===== src/rtl/ecal_pkg.sv =====
// Shared constants, types and the cumulative-days table for the epoch-to-calendar pipeline.
`default_nettype none
package ecal_pkg;

  // Pipeline depth: day split 3 stages, time-of-day and date branches 6 stages each
  localparam int unsigned NSTG = 9;
  localparam int unsigned SPLIT_STG = 3;

  typedef logic [NSTG-1:0] stage_en_t;

  localparam logic [16:0] SECS_PER_DAY  = 17'd86400;
  localparam logic [11:0] SECS_PER_HOUR = 12'd3600;
  localparam logic [5:0]  SECS_PER_MIN  = 6'd60;
  localparam logic [10:0] DAYS_PER_QUAD = 11'd1461;

  // Reciprocals: floor(2^k / d), each followed by a single correction step
  localparam logic [22:0] RECIP_675  = 23'd6362914; // k = 32, seconds >> 7 over 675
  localparam logic [5:0]  RECIP_3600 = 6'd36;       // k = 17
  localparam logic [6:0]  RECIP_60   = 7'd68;       // k = 12
  localparam logic [5:0]  RECIP_1461 = 6'd44;       // k = 16
  localparam logic [13:0] RECIP_7    = 14'd9362;    // k = 16

  // Days from 1968-01-01 to 1970-01-01; 1970-01-01 was a Thursday
  localparam logic [15:0] DAYS_1968_TO_1970 = 16'd731;
  localparam logic [15:0] WEEKDAY_OFFSET    = 16'd4;

  // First day of month idx (0 = January) within the year
  function automatic logic [8:0] cum_days(input logic leap, input logic [3:0] idx);
    logic [8:0] d;
    unique case (idx)
      4'd0:    d = 9'd0;
      4'd1:    d = 9'd31;
      4'd2:    d = 9'd59;
      4'd3:    d = 9'd90;
      4'd4:    d = 9'd120;
      4'd5:    d = 9'd151;
      4'd6:    d = 9'd181;
      4'd7:    d = 9'd212;
      4'd8:    d = 9'd243;
      4'd9:    d = 9'd273;
      4'd10:   d = 9'd304;
      4'd11:   d = 9'd334;
      default: d = 9'd0;
    endcase
    if (leap && (idx >= 4'd2)) begin
      d = d + 9'd1;
    end
    return d;
  endfunction

endpackage
`default_nettype wire


===== src/rtl/ecal_day_split.sv =====
// Split of the second count into whole days and seconds of the day, three stages.
`default_nettype none
module ecal_day_split (
  input  wire logic              clk,
  input  wire ecal_pkg::stage_en_t en,
  input  wire logic [31:0]       epoch_seconds,
  output logic      [15:0]       days,
  output logic      [16:0]       secs_of_day
);
  import ecal_pkg::*;

  logic [47:0] prod1;
  logic [15:0] q1;
  logic [31:0] secs1;
  logic [32:0] qm2;
  logic [31:0] diff2;
  logic [15:0] q2;
  logic [17:0] r2;
  logic [17:0] r2_adj;

  assign prod1  = 48'(epoch_seconds[31:7]) * 48'(RECIP_675);
  assign qm2    = 33'(q1) * 33'(SECS_PER_DAY);
  assign diff2  = secs1 - qm2[31:0];
  assign r2_adj = r2 - 18'(SECS_PER_DAY);

  // Estimate the day count, never more than one short
  always_ff @(posedge clk) begin
    if (en[0]) begin
      q1    <= prod1[47:32];
      secs1 <= epoch_seconds;
    end
  end

  // Form the remainder against the estimate
  always_ff @(posedge clk) begin
    if (en[1]) begin
      q2 <= q1;
      r2 <= diff2[17:0];
    end
  end

  // Correct a short estimate
  always_ff @(posedge clk) begin
    if (en[2]) begin
      if (r2 >= 18'(SECS_PER_DAY)) begin
        days        <= q2 + 16'd1;
        secs_of_day <= r2_adj[16:0];
      end else begin
        days        <= q2;
        secs_of_day <= r2[16:0];
      end
    end
  end

endmodule
`default_nettype wire


===== src/rtl/ecal_tod.sv =====
// Time-of-day branch: hour, minute and second from the seconds of the day, six stages.
`default_nettype none
module ecal_tod (
  input  wire logic              clk,
  input  wire ecal_pkg::stage_en_t en,
  input  wire logic [16:0]       secs_of_day,
  output logic      [4:0]        hour,
  output logic      [5:0]        minute,
  output logic      [5:0]        second
);
  import ecal_pkg::*;

  logic [22:0] hprod;
  logic [16:0] rem4;
  logic [4:0]  h4;
  logic [16:0] hsecs5;
  logic [16:0] msdiff5;
  logic [4:0]  h5;
  logic [12:0] ms5;
  logic [12:0] ms5_adj;
  logic [4:0]  h6;
  logic [11:0] ms6;
  logic [18:0] mprod;
  logic [11:0] ms7;
  logic [5:0]  m7;
  logic [4:0]  h7;
  logic [11:0] msecs8;
  logic [11:0] sdiff8;
  logic [5:0]  m8;
  logic [6:0]  sr8;
  logic [4:0]  h8;
  logic [6:0]  sr8_adj;

  assign hprod   = 23'(secs_of_day) * 23'(RECIP_3600);
  assign hsecs5  = 17'(h4) * 17'(SECS_PER_HOUR);
  assign msdiff5 = rem4 - hsecs5;
  assign ms5_adj = ms5 - 13'(SECS_PER_HOUR);
  assign mprod   = 19'(ms6) * 19'(RECIP_60);
  assign msecs8  = 12'(m7) * 12'(SECS_PER_MIN);
  assign sdiff8  = ms7 - msecs8;
  assign sr8_adj = sr8 - 7'(SECS_PER_MIN);

  always_ff @(posedge clk) begin
    if (en[3]) begin
      h4   <= hprod[21:17];
      rem4 <= secs_of_day;
    end
    if (en[4]) begin
      h5  <= h4;
      ms5 <= msdiff5[12:0];
    end
    if (en[5]) begin
      if (ms5 >= 13'(SECS_PER_HOUR)) begin
        h6  <= h5 + 5'd1;
        ms6 <= ms5_adj[11:0];
      end else begin
        h6  <= h5;
        ms6 <= ms5[11:0];
      end
    end
    if (en[6]) begin
      m7  <= mprod[17:12];
      ms7 <= ms6;
      h7  <= h6;
    end
    if (en[7]) begin
      m8  <= m7;
      sr8 <= sdiff8[6:0];
      h8  <= h7;
    end
    if (en[8]) begin
      hour <= h8;
      if (sr8 >= 7'(SECS_PER_MIN)) begin
        minute <= m8 + 6'd1;
        second <= sr8_adj[5:0];
      end else begin
        minute <= m8;
        second <= sr8[5:0];
      end
    end
  end

endmodule
`default_nettype wire


===== src/rtl/ecal_date.sv =====
// Date branch: year, month, day of month and weekday from the day count, six stages.
`default_nettype none
module ecal_date (
  input  wire logic              clk,
  input  wire ecal_pkg::stage_en_t en,
  input  wire logic [15:0]       days,
  output logic signed [7:0]      year_from_2000,
  output logic      [3:0]        month,
  output logic      [4:0]        day_of_month,
  output logic      [2:0]        weekday
);
  import ecal_pkg::*;

  logic [15:0] d68;
  logic [15:0] wsum;
  logic [21:0] cprod;
  logic [29:0] wprod;
  logic [15:0] d4;
  logic [15:0] wsum4;
  logic [5:0]  c4;
  logic [12:0] w4;
  logic [16:0] cdays5;
  logic [15:0] ddiff5;
  logic [15:0] wmul5;
  logic [15:0] wdiff5;
  logic [5:0]  c5;
  logic [11:0] dr5;
  logic [3:0]  wr5;
  logic [11:0] dr5_adj;
  logic [3:0]  wr5_adj;
  logic [5:0]  c6;
  logic [10:0] dr6;
  logic [2:0]  wd6;
  logic [1:0]  yi;
  logic [10:0] doy_full;
  logic        leap_c;
  logic [7:0]  yr7;
  logic [8:0]  doy7;
  logic        leap7;
  logic [2:0]  wd7;
  logic [3:0]  mi_c;
  logic [3:0]  mi8;
  logic [8:0]  doy8;
  logic        leap8;
  logic [7:0]  yr8;
  logic [2:0]  wd8;
  logic [8:0]  dom9;

  assign d68     = days + DAYS_1968_TO_1970;
  assign wsum    = days + WEEKDAY_OFFSET;
  assign cprod   = 22'(d68) * 22'(RECIP_1461);
  assign wprod   = 30'(wsum) * 30'(RECIP_7);
  assign cdays5  = 17'(c4) * 17'(DAYS_PER_QUAD);
  assign ddiff5  = d4 - cdays5[15:0];
  assign wmul5   = 16'(w4) * 16'd7;
  assign wdiff5  = wsum4 - wmul5;
  assign dr5_adj = dr5 - 12'(DAYS_PER_QUAD);
  assign wr5_adj = wr5 - 4'd7;

  // Year within the four-year block; the first year of each block is a leap year
  always_comb begin
    if (dr6 < 11'd366) begin
      yi       = 2'd0;
      doy_full = dr6;
      leap_c   = 1'b1;
    end else if (dr6 < 11'd731) begin
      yi       = 2'd1;
      doy_full = dr6 - 11'd366;
      leap_c   = 1'b0;
    end else if (dr6 < 11'd1096) begin
      yi       = 2'd2;
      doy_full = dr6 - 11'd731;
      leap_c   = 1'b0;
    end else begin
      yi       = 2'd3;
      doy_full = dr6 - 11'd1096;
      leap_c   = 1'b0;
    end
  end

  // Last month whose first day is not after the day of the year
  always_comb begin
    mi_c = 4'd0;
    for (int m = 1; m < 12; m++) begin
      if (doy7 >= cum_days(leap7, 4'(m))) begin
        mi_c = 4'(m);
      end
    end
  end

  assign dom9 = doy8 - cum_days(leap8, mi8) + 9'd1;

  always_ff @(posedge clk) begin
    if (en[3]) begin
      d4    <= d68;
      wsum4 <= wsum;
      c4    <= cprod[21:16];
      w4    <= wprod[28:16];
    end
    if (en[4]) begin
      c5  <= c4;
      dr5 <= ddiff5[11:0];
      wr5 <= wdiff5[3:0];
    end
    if (en[5]) begin
      if (dr5 >= 12'(DAYS_PER_QUAD)) begin
        c6  <= c5 + 6'd1;
        dr6 <= dr5_adj[10:0];
      end else begin
        c6  <= c5;
        dr6 <= dr5[10:0];
      end
      wd6 <= (wr5 >= 4'd7) ? wr5_adj[2:0] : wr5[2:0];
    end
    if (en[6]) begin
      // 1968 + 4 blocks + year in block, less 2000
      yr7   <= {c6, yi} - 8'd32;
      doy7  <= doy_full[8:0];
      leap7 <= leap_c;
      wd7   <= wd6;
    end
    if (en[7]) begin
      mi8   <= mi_c;
      doy8  <= doy7;
      leap8 <= leap7;
      yr8   <= yr7;
      wd8   <= wd7;
    end
    if (en[8]) begin
      year_from_2000 <= yr8;
      month          <= mi8 + 4'd1;
      day_of_month   <= dom9[4:0];
      weekday        <= wd8;
    end
  end

endmodule
`default_nettype wire


===== src/rtl/epoch_seconds_to_calendar.sv =====
// Top level of the epoch-seconds to calendar-date converter: stage control and wiring.
//
// Converts an unsigned 32-bit count of seconds since 1970-01-01 00:00:00 into
// year (offset from 2000, signed), month, day of month, weekday (0 = Sunday),
// hour, minute and second. Every year divisible by four counts as a leap year,
// so dates from March 2100 on carry a one-day shift.
//
// Input channel: epoch_seconds with in_valid / in_ready. Output channel: the
// seven date fields with out_valid / out_ready. An item moves on each edge at
// which valid and ready are both high.
//
// Nine register stages; one item is taken every cycle while the output is
// drained. The depth comes from the chain of reciprocal multiply, remainder
// and one-step correction for each division (by 86400, 1461, 3600, 60 and 7),
// each on its own register stage.
//
// When the receiver stalls, the pipeline closes up its bubbles and then holds;
// in_ready drops only once every stage holds an item. Reset empties the stages.
`default_nettype none
module epoch_seconds_to_calendar (
  input  wire logic              clk,
  input  wire logic              rst,
  input  wire logic              in_valid,
  output logic                   in_ready,
  input  wire logic [31:0]       epoch_seconds,
  output logic                   out_valid,
  input  wire logic              out_ready,
  output logic signed [7:0]      year_from_2000,
  output logic      [3:0]        month,
  output logic      [4:0]        day_of_month,
  output logic      [2:0]        weekday,
  output logic      [4:0]        hour,
  output logic      [5:0]        minute,
  output logic      [5:0]        second
);
  import ecal_pkg::*;

  logic [NSTG-1:0] valid;
  stage_en_t       en;
  logic [15:0]     days;
  logic [16:0]     secs_of_day;

  // A stage loads when it is empty or when the stage after it loads too
  always_comb begin
    en[NSTG-1] = !valid[NSTG-1] || out_ready;
    for (int k = NSTG - 2; k >= 0; k--) begin
      en[k] = !valid[k] || en[k+1];
    end
  end

  assign in_ready  = en[0];
  assign out_valid = valid[NSTG-1];

  // Advance the valid bits alongside the data
  always_ff @(posedge clk) begin
    if (rst) begin
      valid <= '0;
    end else begin
      if (en[0]) begin
        valid[0] <= in_valid;
      end
      for (int k = 1; k < NSTG; k++) begin
        if (en[k]) begin
          valid[k] <= valid[k-1];
        end
      end
    end
  end

  ecal_day_split u_split (
    .clk           (clk),
    .en            (en),
    .epoch_seconds (epoch_seconds),
    .days          (days),
    .secs_of_day   (secs_of_day)
  );

  ecal_tod u_tod (
    .clk         (clk),
    .en          (en),
    .secs_of_day (secs_of_day),
    .hour        (hour),
    .minute      (minute),
    .second      (second)
  );

  ecal_date u_date (
    .clk            (clk),
    .en             (en),
    .days           (days),
    .year_from_2000 (year_from_2000),
    .month          (month),
    .day_of_month   (day_of_month),
    .weekday        (weekday)
  );

endmodule
`default_nettype wire

===== config.mk =====
export PLATFORM = sky130hd
export DESIGN_NAME = epoch_seconds_to_calendar
export DESIGN_NICKNAME = d
export VERILOG_FILES = /design/src/rtl/ecal_pkg.sv /design/src/rtl/ecal_day_split.sv /design/src/rtl/ecal_tod.sv /design/src/rtl/ecal_date.sv /design/src/rtl/epoch_seconds_to_calendar.sv
export SDC_FILE = /design/constraint.sdc
export NUM_CORES = 1
export LEC_CHECK = 0
export BUFFER_PORTS_ARGS = -buffer_cell sky130_fd_sc_hd__buf_2
export CAP_MARGIN = 10
export CORE_MARGIN = 1
export CORE_UTILIZATION = 45
export CTS_CLUSTER_SIZE = 28
export DETAILED_ROUTE_END_ITERATION = 8
export GPL_TIMING_DRIVEN = 0
export PLACE_DENSITY = 0.6
export REMOVE_ABC_BUFFERS = 1
export SLEW_MARGIN = 15
export SYNTH_ARGS = -nofsm -noshare
export SYNTH_HDL_FRONTEND = slang
export SYNTH_SLANG_ARGS = --single-unit

===== constraint.sdc =====
create_clock -name clk -period 13.8 [get_ports clk]
set_input_delay 0.69 -clock clk [delete_from_list [all_inputs] [get_ports clk]]
set_output_delay 0.69 -clock clk [all_outputs]
set_load 0.01 [all_outputs]

==> results.sh, run 1 <==
export IMPL_worstPathMaxFanout=9
export IMPL_clock_latency_ns=0.54
export IMPL_wirelength_um=46800
export IMPL_path_cells="buf_2 > fa_1 > ha_1 > inv_1 > fa_1 > inv_1 > fa_1 > fa_1 > fa_1 > ha_1 > ha_1 > a211oi_2 > o22ai_1 > a211oi_2 > nor2_1 > o31a_1 > o21a_1 > o31ai_4 > or4b_1 > o311ai_1"
export IMPL_finalCritPeriodShare_pct=44.1
export IMPL_grt_max_degree=38
export IMPL_rows=90
export IMPL_clk_transition_reported_paths_ns=0.06
export IMPL_cts_resized=0
export IMPL_ys_ff_latch=346
export IMPL_crit_top_cell="fa_1"
export IMPL_clockRootBuffer="clkbuf_16"
export IMPL_vias_per_cell=4.98
export IMPL_status="finished, final reports clean"
export IMPL_hold_viol=0
export IMPL_cts_sinks=346
export IMPL_die_area_mm2=0.0623
export IMPL_grt_overflow=0
export IMPL_endpoint_kind="flip-flop"
export IMPL_synth_top_area_share_pct=36.7
export IMPL_postCtsSetupBuffers=0
export IMPL_layout_nets=3151
export IMPL_place_area_mm2=0.0290
export IMPL_antenna_found_initial=1
export IMPL_grt_pass1_vias=17000
export IMPL_start_util_pct=45.6
export IMPL_slew_violations=0
export IMPL_synth_area_top_cells="edfxtp_1, ha_1, fa_1"
export IMPL_cts_tree="built"
export IMPL_critPathKind="in2reg"
export IMPL_r2r_slack_ns=8.28
export IMPL_synth_edf_count=337
export IMPL_htreeDepth=2
export IMPL_worst_pin_slew_ns=0.930
export IMPL_stdcell_area_mm2=0.0302
export IMPL_cts_hold_repair_buffers=0
export IMPL_required_ns=14.16
export IMPL_cp_slowest_stage_delay_ns=0.52
export IMPL_drive_above_1_share_pct=6.76
export IMPL_route_vias_total=16000
export IMPL_drc_errors=0
export IMPL_synthCells=2292
export IMPL_setup_tns_ns=0
export IMPL_diodes=0
export IMPL_clockBufferDepth=3
export IMPL_place_congestion=0.843
export IMPL_hpwl_um=38300
export IMPL_netlist_area_mm2=0.0276
export IMPL_port_buffers=74
export IMPL_die_w_um=250
export IMPL_drtIter0Drc=448
export IMPL_yosysWarnings=0
export IMPL_die_h_um=250
export IMPL_syn2layout_area_growth_pct=9.54
export IMPL_synth_most_common_cell="ha_1"
export IMPL_synth_top_area_cell="edfxtp_1"
export IMPL_post_drt_wl_per_cell_um=14.6
export IMPL_maxCapViolations=0
export IMPL_finalSetupViolations=0
export IMPL_place_inst=3140
export IMPL_clock_fmax_mhz=164
export IMPL_ys_seq_area_share_pct=37.4
export IMPL_io_pins=75
export IMPL_dr_pass1_iters=5
export IMPL_grt_setup_unrepaired="no"
export IMPL_grt_usage_pct=15.8
export IMPL_finClkSkew_ns=0.0171
export IMPL_synth_async_reset_ratio_pct=0
export IMPL_start_kind="primary input"
export IMPL_yosys_most_used_dff="edfxtp_1"
export IMPL_cts_buffers_inserted=37
export IMPL_synth_cell_types=63
export IMPL_slew_headroom_pct=37.2
export IMPL_slowest_stage="fa_1"
export IMPL_synth_area_per_cell_um2=12.0
export IMPL_core_mm2=0.0605
export IMPL_layout_cells_non_filler=3207
export IMPL_ant_nets=0
export IMPL_hp_class="in2reg"
export IMPL_cp_arrival_ns=6.44
export IMPL_grt_pass1_wl_um=80200
export IMPL_synth_common_cells="ha_1, inv_1, edfxtp_1"
export IMPL_post_route_min_period_ns=6.08
[placed cells by master (no fill, tap or decap), types with 30 or more instances in the layout]
cell       synthesis  routed
clkbuf_16          0      37
buf_2              1      74
nand2_1           81      78
edfxtp_1         337     337
xor2_1            53      53
a21oi_1           80      79
nor2_1            84      84
fa_1             204     204
ha_1             514     514
o21ai_0           49      49
inv_1            423     419
a21o_1            30      30
xnor2_1          153     153
[worst max-delay path, delay by kind of cell]
kind                       cells  cell delay, ns
adders and majority gates      8            3.36
and+or+nand+nor                2            0.55
buffers and inverters          3            0.33
AOI/OAI and AO/OA              7            1.50
[final cells by class]
cell class,count,area [um2]
Fill cell,5236,30300
Multi-Input combinational cell,1509,15600
Sequential cell,346,10300
Inverter,424,1590
Clock buffer,48,1010
Tap cell,782,978
Timing Repair Buffer,79,508
Clock inverter,19,164
[final timing paths]
kind                       to              start  cells after the start
min reg2reg     u_date.yr8[2]      u_date.yr7[2]                      0
max            u_split.q1[13]  epoch_seconds[21]                     20
min          u_split.secs1[3]   epoch_seconds[3]                      1
max reg2reg      u_date.w4[3]    u_split.days[2]                     19
[stage by stage]
step	util, %	hold slack, ns	setup slack [ns]
floorplan	-	0.400	7.78
global placement	47.7	0.400	7.14
detailed placement	48.0	0.405	7.13
CTS	49.9	0.299	7.70
global route	49.9	0.309	7.46
finish	49.9	0.334	7.72
[registers in the layout, summed over array words and instances (netlist names), 13 cells and up]
name	flops
u_tod.rem4	13
u_tod.ms5	13
u_split.secs_of_day	17
u_split.r2	18
u_split.secs1	18
u_split.days	16
u_split.q1	16
u_split.q2	16
[logic make-up (layout without fill, tap and decap cells)]
logic type	Yosys count	after routing	share of synthesized area, %
multiplexers	11	11	0.418
adder cells (fa/ha/maj)	718	718	38.1
AO/OA/AOI/OAI	262	262	6.17
AND/OR/NAND/NOR	312	312	5.41
flip-flops	346	346	37.4
XOR/XNOR	206	206	6.54
buffers and inverters	437	570	5.95
[layer usage]
layer	routed length (um)	track usage, %	share of wire (%)
met3	1360	2.44	2.9
met5	13	0	0.028
met2	24600	29.9	53
met1	19600	18.0	42
met4	1220	4.81	2.6
Power of run 1 is not shown: default switching activity piles up to over one toggle a cycle in this logic, so the estimate is an artifact.
==> inputs of run 2 (changes only) <==
- PLACE_DENSITY: 0.6 -> 0.62
- clock period: 13.8 -> 5.1 ns (I/O delays scaled with it)
==> run 2 against run 1 <==
Net effect:
- the run now ends with negative setup slack left
- critical path depth grew 9
- cell area increased by 4.8%
- flip-flop and latch count did not move
- final cell count is 1.7% higher
- clock skew decreased by 0.0034 ns
- first-iteration DRC count increased by 8.9%
- utilization up 2.4 points
- sequential share of layout area shrank 1.6 points
- die area is the same
==> results.sh, run 2 (synthesis results as in run 1) <==
export IMPL_status="finished, violations left"
export IMPL_violations="negative setup slack"
export IMPL_ant_nets=0
export IMPL_slew_violations=0
export IMPL_finalSetupViolations=6
export IMPL_vias_per_cell=5.01
export IMPL_start_kind="primary input"
export IMPL_drtIter0Drc=488
export IMPL_hold_viol=0
export IMPL_crit_top_cell="buf_4"
export IMPL_die_w_um=250
export IMPL_top_regs="u_split.r2 (18), u_split.secs1 (18), u_split.secs_of_day (17)"
export IMPL_final_common_cell="ha_1"
export IMPL_place_inst=3140
export IMPL_post_drt_wl_per_cell_um=14.8
export IMPL_wirelength_um=48200
export IMPL_post_route_min_period_ns=5.26
export IMPL_route_vias_total=16300
export IMPL_hpwl_um=37800
export IMPL_grt_max_degree=38
export IMPL_slowest_stage="fa_1"
export IMPL_setup_slack_ns=-0.159
export IMPL_drc_errors=0
export IMPL_maxCapViolations=0
export IMPL_place_congestion=0.879
export IMPL_clock_latency_ns=0.54
export IMPL_layout_common_cells="ha_1, inv_1, edfxtp_1, fa_1, xnor2_1"
export IMPL_cts_buffers_inserted=37
export IMPL_syn2layout_area_growth_pct=14.8
export IMPL_grt_usage_pct=15.9
export IMPL_critPathKind="in2reg"
export IMPL_cts_sinks=346
export IMPL_grt_pass1_vias=17400
export IMPL_rows=90
export IMPL_layout_nets=3208
export IMPL_clk_transition_reported_paths_ns=0.06
export IMPL_layout_cells_non_filler=3263
export IMPL_die_area_mm2=0.0623
export IMPL_cp_arrival_ns=5.55
export IMPL_antenna_found_initial=1
export IMPL_drive_above_1_share_pct=12.1
export IMPL_required_ns=5.39
export IMPL_diodes=0
export IMPL_htreeDepth=2
export IMPL_grt_setup_unrepaired="yes"
export IMPL_port_buffers=74
export IMPL_slew_headroom_pct=36.3
export IMPL_finalCritPeriodShare_pct=103
export IMPL_grt_pass1_wl_um=81400
export IMPL_clock_fmax_mhz=190
export IMPL_die_h_um=250
export IMPL_grt_overflow=0
export IMPL_cts_tree="built"
export IMPL_cp_slowest_stage_delay_ns=0.56
export IMPL_endpoint_kind="flip-flop"
export IMPL_io_pins=75
export IMPL_finClkSkew_ns=0.0137
export IMPL_hp_class="in2reg"
export IMPL_worstPathMaxFanout=10
export IMPL_dr_pass1_iters=5
export IMPL_clockRootBuffer="clkbuf_16"
export IMPL_clockBufferDepth=3
export IMPL_start_util_pct=45.6
export IMPL_core_mm2=0.0605
export IMPL_worst_pin_slew_ns=0.943
run 2: changes by cell type in the layout (fill, tap and decap cells not counted), sizes merged:
cell / delta
clkinv: +2
dlygate4sd3: +17
inv: -3
clkinvlp: -1
clkbuf: +2
buf: +39
run 2: cell type report:
class,count,area (um2)
Clock buffer,49,1010
Multi-Input combinational cell,1509,16400
Tap cell,782,978
Clock inverter,17,154
Fill cell,5048,28800
Inverter,424,1600
Sequential cell,346,10300
Timing Repair Buffer,136,1190
run 2: worst paths after layout:
kind,cells past startpoint,to,start,slack (ns)
max,29,u_split.q1[0],epoch_seconds[14],-0.16
min reg2reg,0,u_tod.hour[4],u_tod.h8[4],0.42
min,1,u_split.secs1[15],epoch_seconds[15],0.04
max reg2reg,17,u_date.w4[3],u_split.days[2],0.16
run 2: what timing repair did:
item                                   in CTS  in global routing
endpoints found under the hold margin      20                  0
gates cloned                                0                  0
setup endpoints to repair                  15                 18
hold buffers                               17                  0
gates resized for setup                   107                 67
buffers inserted                           26                 14
pin swaps                                  78                 77
run 2: per-stage QoR:
step	utilization (%)	setup slack [ns]	TNS [ns]	hold WS (ns)	instance area (um2)
finish	52.3	-0.159	-0.495	0.0410	31600
global route	52.3	-0.310	-2.25	0.0228	31600
CTS	51.5	-0.0774	-0.112	0.00547	31100
detailed placement	48.0	-1.16	-12.34	0.405	29000
global placement	47.7	-1.15	-24.63	0.401	28900
floorplan	-	-0.484	-2.40	0.324	27500
run 2: worst max-delay path: cells and delay by family:
| kind | cells | cell delay (ns) |
|---|---|---|
| adder cells (fa/ha/maj) | 8 | 3.21 |
| buffers and inverters | 13 | 1.33 |
| AND/OR/NAND/NOR | 7 | 0.60 |
| XOR/XNOR | 1 | 0.13 |
run 2: layer usage:
| metal | GRT usage, % | up-vias | wire [um] |
|---|---|---|---|
| met4 | 4.46 | 0 | 963 |
| met3 | 1.66 | 58 | 1230 |
| met2 | 30.4 | 203 | 25700 |
| met1 | 18.6 | 7911 | 20300 |
| met5 | 0 | - | 0 |
| li1 | - | 8172 | - |
Power of run 2 is left out for the same reason.
==> inputs of run 3 (changes only) <==
- SETUP_SLACK_MARGIN: unset -> 0.4
==> run 3 against run 2 <==
Net effect:
- the flow still finishes with violations (negative setup slack)
- flip-flop and latch count is the same
- final cell count grew 0.80%
- utilization grew 1.1 points
- worst setup slack gained 0.0084 ns
- sequential share of layout area shrank 0.68 points
- cell area grew 2.1%
- first-iteration DRC count grew 10%
- non-clock buffer count grew 26
- routed wire length grew 2.0%
- clock-buffer cell count is the same
==> results.sh, run 3 (synthesis results as in run 1) <==
export IMPL_status="finished, violations left"
export IMPL_violations="negative setup slack"
export IMPL_vias_per_cell=5.01
export IMPL_drtIter0Drc=538
export IMPL_finalSetupViolations=7
export IMPL_hpwl_um=37800
export IMPL_met3_usage_pct=1.67
export IMPL_critPathKind="in2reg"
export IMPL_die_h_um=250
export IMPL_use_met2_pct=30.8
export IMPL_start_util_pct=45.6
export IMPL_clock_fmax_mhz=190
export IMPL_clockRootBuffer="clkbuf_16"
export IMPL_finClkSkew_ns=0.0137
export IMPL_r2r_end="u_date.w4[3]"
export IMPL_cts_tree="built"
export IMPL_busiest_layer="met2"
export IMPL_slew_headroom_pct=36.7
export IMPL_top_regs="u_split.r2 (18), u_split.secs1 (18), u_split.secs_of_day (17)"
export IMPL_final_common_cell="ha_1"
export IMPL_die_area_mm2=0.0623
export IMPL_whs_endpoint="u_split.secs1[15]"
export IMPL_grt_pass1_vias=17600
export IMPL_die_w_um=250
export IMPL_clockBufferDepth=3
export IMPL_cts_buffers_inserted=37
export IMPL_required_ns=5.45
export IMPL_rows=90
export IMPL_io_pins=75
export IMPL_syn2layout_area_growth_pct=17.2
export IMPL_grt_usage_pct=16.1
export IMPL_reg2reg_depth=19
export IMPL_cp_arrival_ns=5.60
export IMPL_clock_latency_ns=0.54
export IMPL_antenna_found_initial=1
export IMPL_post_route_min_period_ns=5.25
export IMPL_stdcell_area_mm2=0.0323
export IMPL_cp_slowest_stage_delay_ns=0.56
export IMPL_hold_viol=0
export IMPL_layout_nets=3234
export IMPL_cts_sinks=346
export IMPL_layout_common_cells="ha_1, inv_1, edfxtp_1, fa_1, xnor2_1"
export IMPL_r2r_slack_ns=0.32
export IMPL_route_vias_total=16500
export IMPL_path_cells="buf_12 > fa_2 > ha_4 > inv_2 > fa_1 > inv_1 > fa_1 > fa_2 > fa_1 > ha_4 > ha_4 > a211oi_2 > o22ai_1 > a211oi_2 > nor2_1 > o31a_1 > o21a_1 > o31ai_4 > or4b_4 > o311ai_2"
export IMPL_place_area_mm2=0.0290
export IMPL_grt_util_met1_pct=18.9
export IMPL_worstPathMaxFanout=5
export IMPL_diodes=0
export IMPL_setup_slack_ns=-0.150
export IMPL_drive_above_1_share_pct=14.8
export IMPL_core_mm2=0.0605
export IMPL_slew_violations=0
export IMPL_slowest_stage="fa_2"
export IMPL_place_congestion=0.879
export IMPL_worst_pin_slew_ns=0.937
export IMPL_maxCapViolations=0
export IMPL_grt_setup_unrepaired="yes"
export IMPL_wirelength_um=49200
export IMPL_holdPathStages=1
export IMPL_grt_overflow=0
export IMPL_place_inst=3140
export IMPL_r2r_start="u_split.days[2]"
export IMPL_ant_nets=0
export IMPL_layout_cells_non_filler=3289
export IMPL_htreeDepth=2
export IMPL_port_buffers=74
export IMPL_setup_tns_ns=-0.412
export IMPL_hp_class="in2reg"
export IMPL_post_drt_wl_per_cell_um=15.0
export IMPL_endpoint_kind="flip-flop"
export IMPL_clk_transition_reported_paths_ns=0.06
export IMPL_dp_slack_ns=-1.16
export IMPL_dr_pass1_iters=4
export IMPL_finalCritPeriodShare_pct=103
export IMPL_drc_errors=0
export IMPL_grt_max_degree=38
export IMPL_start_kind="primary input"
export IMPL_min_from="epoch_seconds[15]"
export IMPL_grt_pass1_wl_um=82600
run 3: routing by layer:
layer / vias up / routed length [um] / share of wire [%]
met5: - / 0 / 0
li1: 8221 / - / -
met4: 0 / 1100 / 2.2
met1: 7972 / 20700 / 42
met2: 209 / 26300 / 53
met3: 73 / 1130 / 2.3
run 3: what timing repair did:
action                     in CTS  in global routing
setup endpoints to repair      24                 25
buffers inserted               44                 22
hold buffers                   17                  0
hold endpoints to repair       20                  0
pin swaps                      99                102
gates resized for setup       154                 93
run 3: how the worst max path moves through the flow:
stage	start	slack (ns)	to
final	epoch_seconds[23]	-0.15	u_split.q1[13]
after global routing	epoch_seconds[17]	-0.32	u_split.q1[13]
after CTS	epoch_seconds[23]	-0.08	u_split.q1[13]
after detailed placement	epoch_seconds[21]	-1.16	u_split.q1[13]
after global placement	epoch_seconds[21]	-1.15	u_split.q1[13]
after floorplan	epoch_seconds[21]	-0.48	u_split.q1[13]
run 3: cell type report:
type	instances	area, um2
fillers	4947	28200
multi-input cells	1509	16800
flip-flops and latches	346	10300
inverters	424	1600
repair buffers	162	1460
clock buffers	49	1010
well taps	782	978
clock inverters	17	154
run 3: critical path, delay by kind of cell:
family                     cells  cell delay, ns
and+or+nand+nor                2            0.58
buffers and inverters          3            0.20
AOI/OAI and AO/OA              7            1.43
adders and majority gates      8            3.12
run 3: per-stage QoR:
step / hold WS, ns / util [%]
6_report: 0.0447 / 53.4
3_3_place_gp: 0.401 / 47.7
5_1_grt: 0.0291 / 53.4
3_5_place_dp: 0.405 / 48.0
2_1_floorplan: 0.324 / -
4_1_cts: 0.00438 / 52.3
Power of run 3 is left out for the same reason.
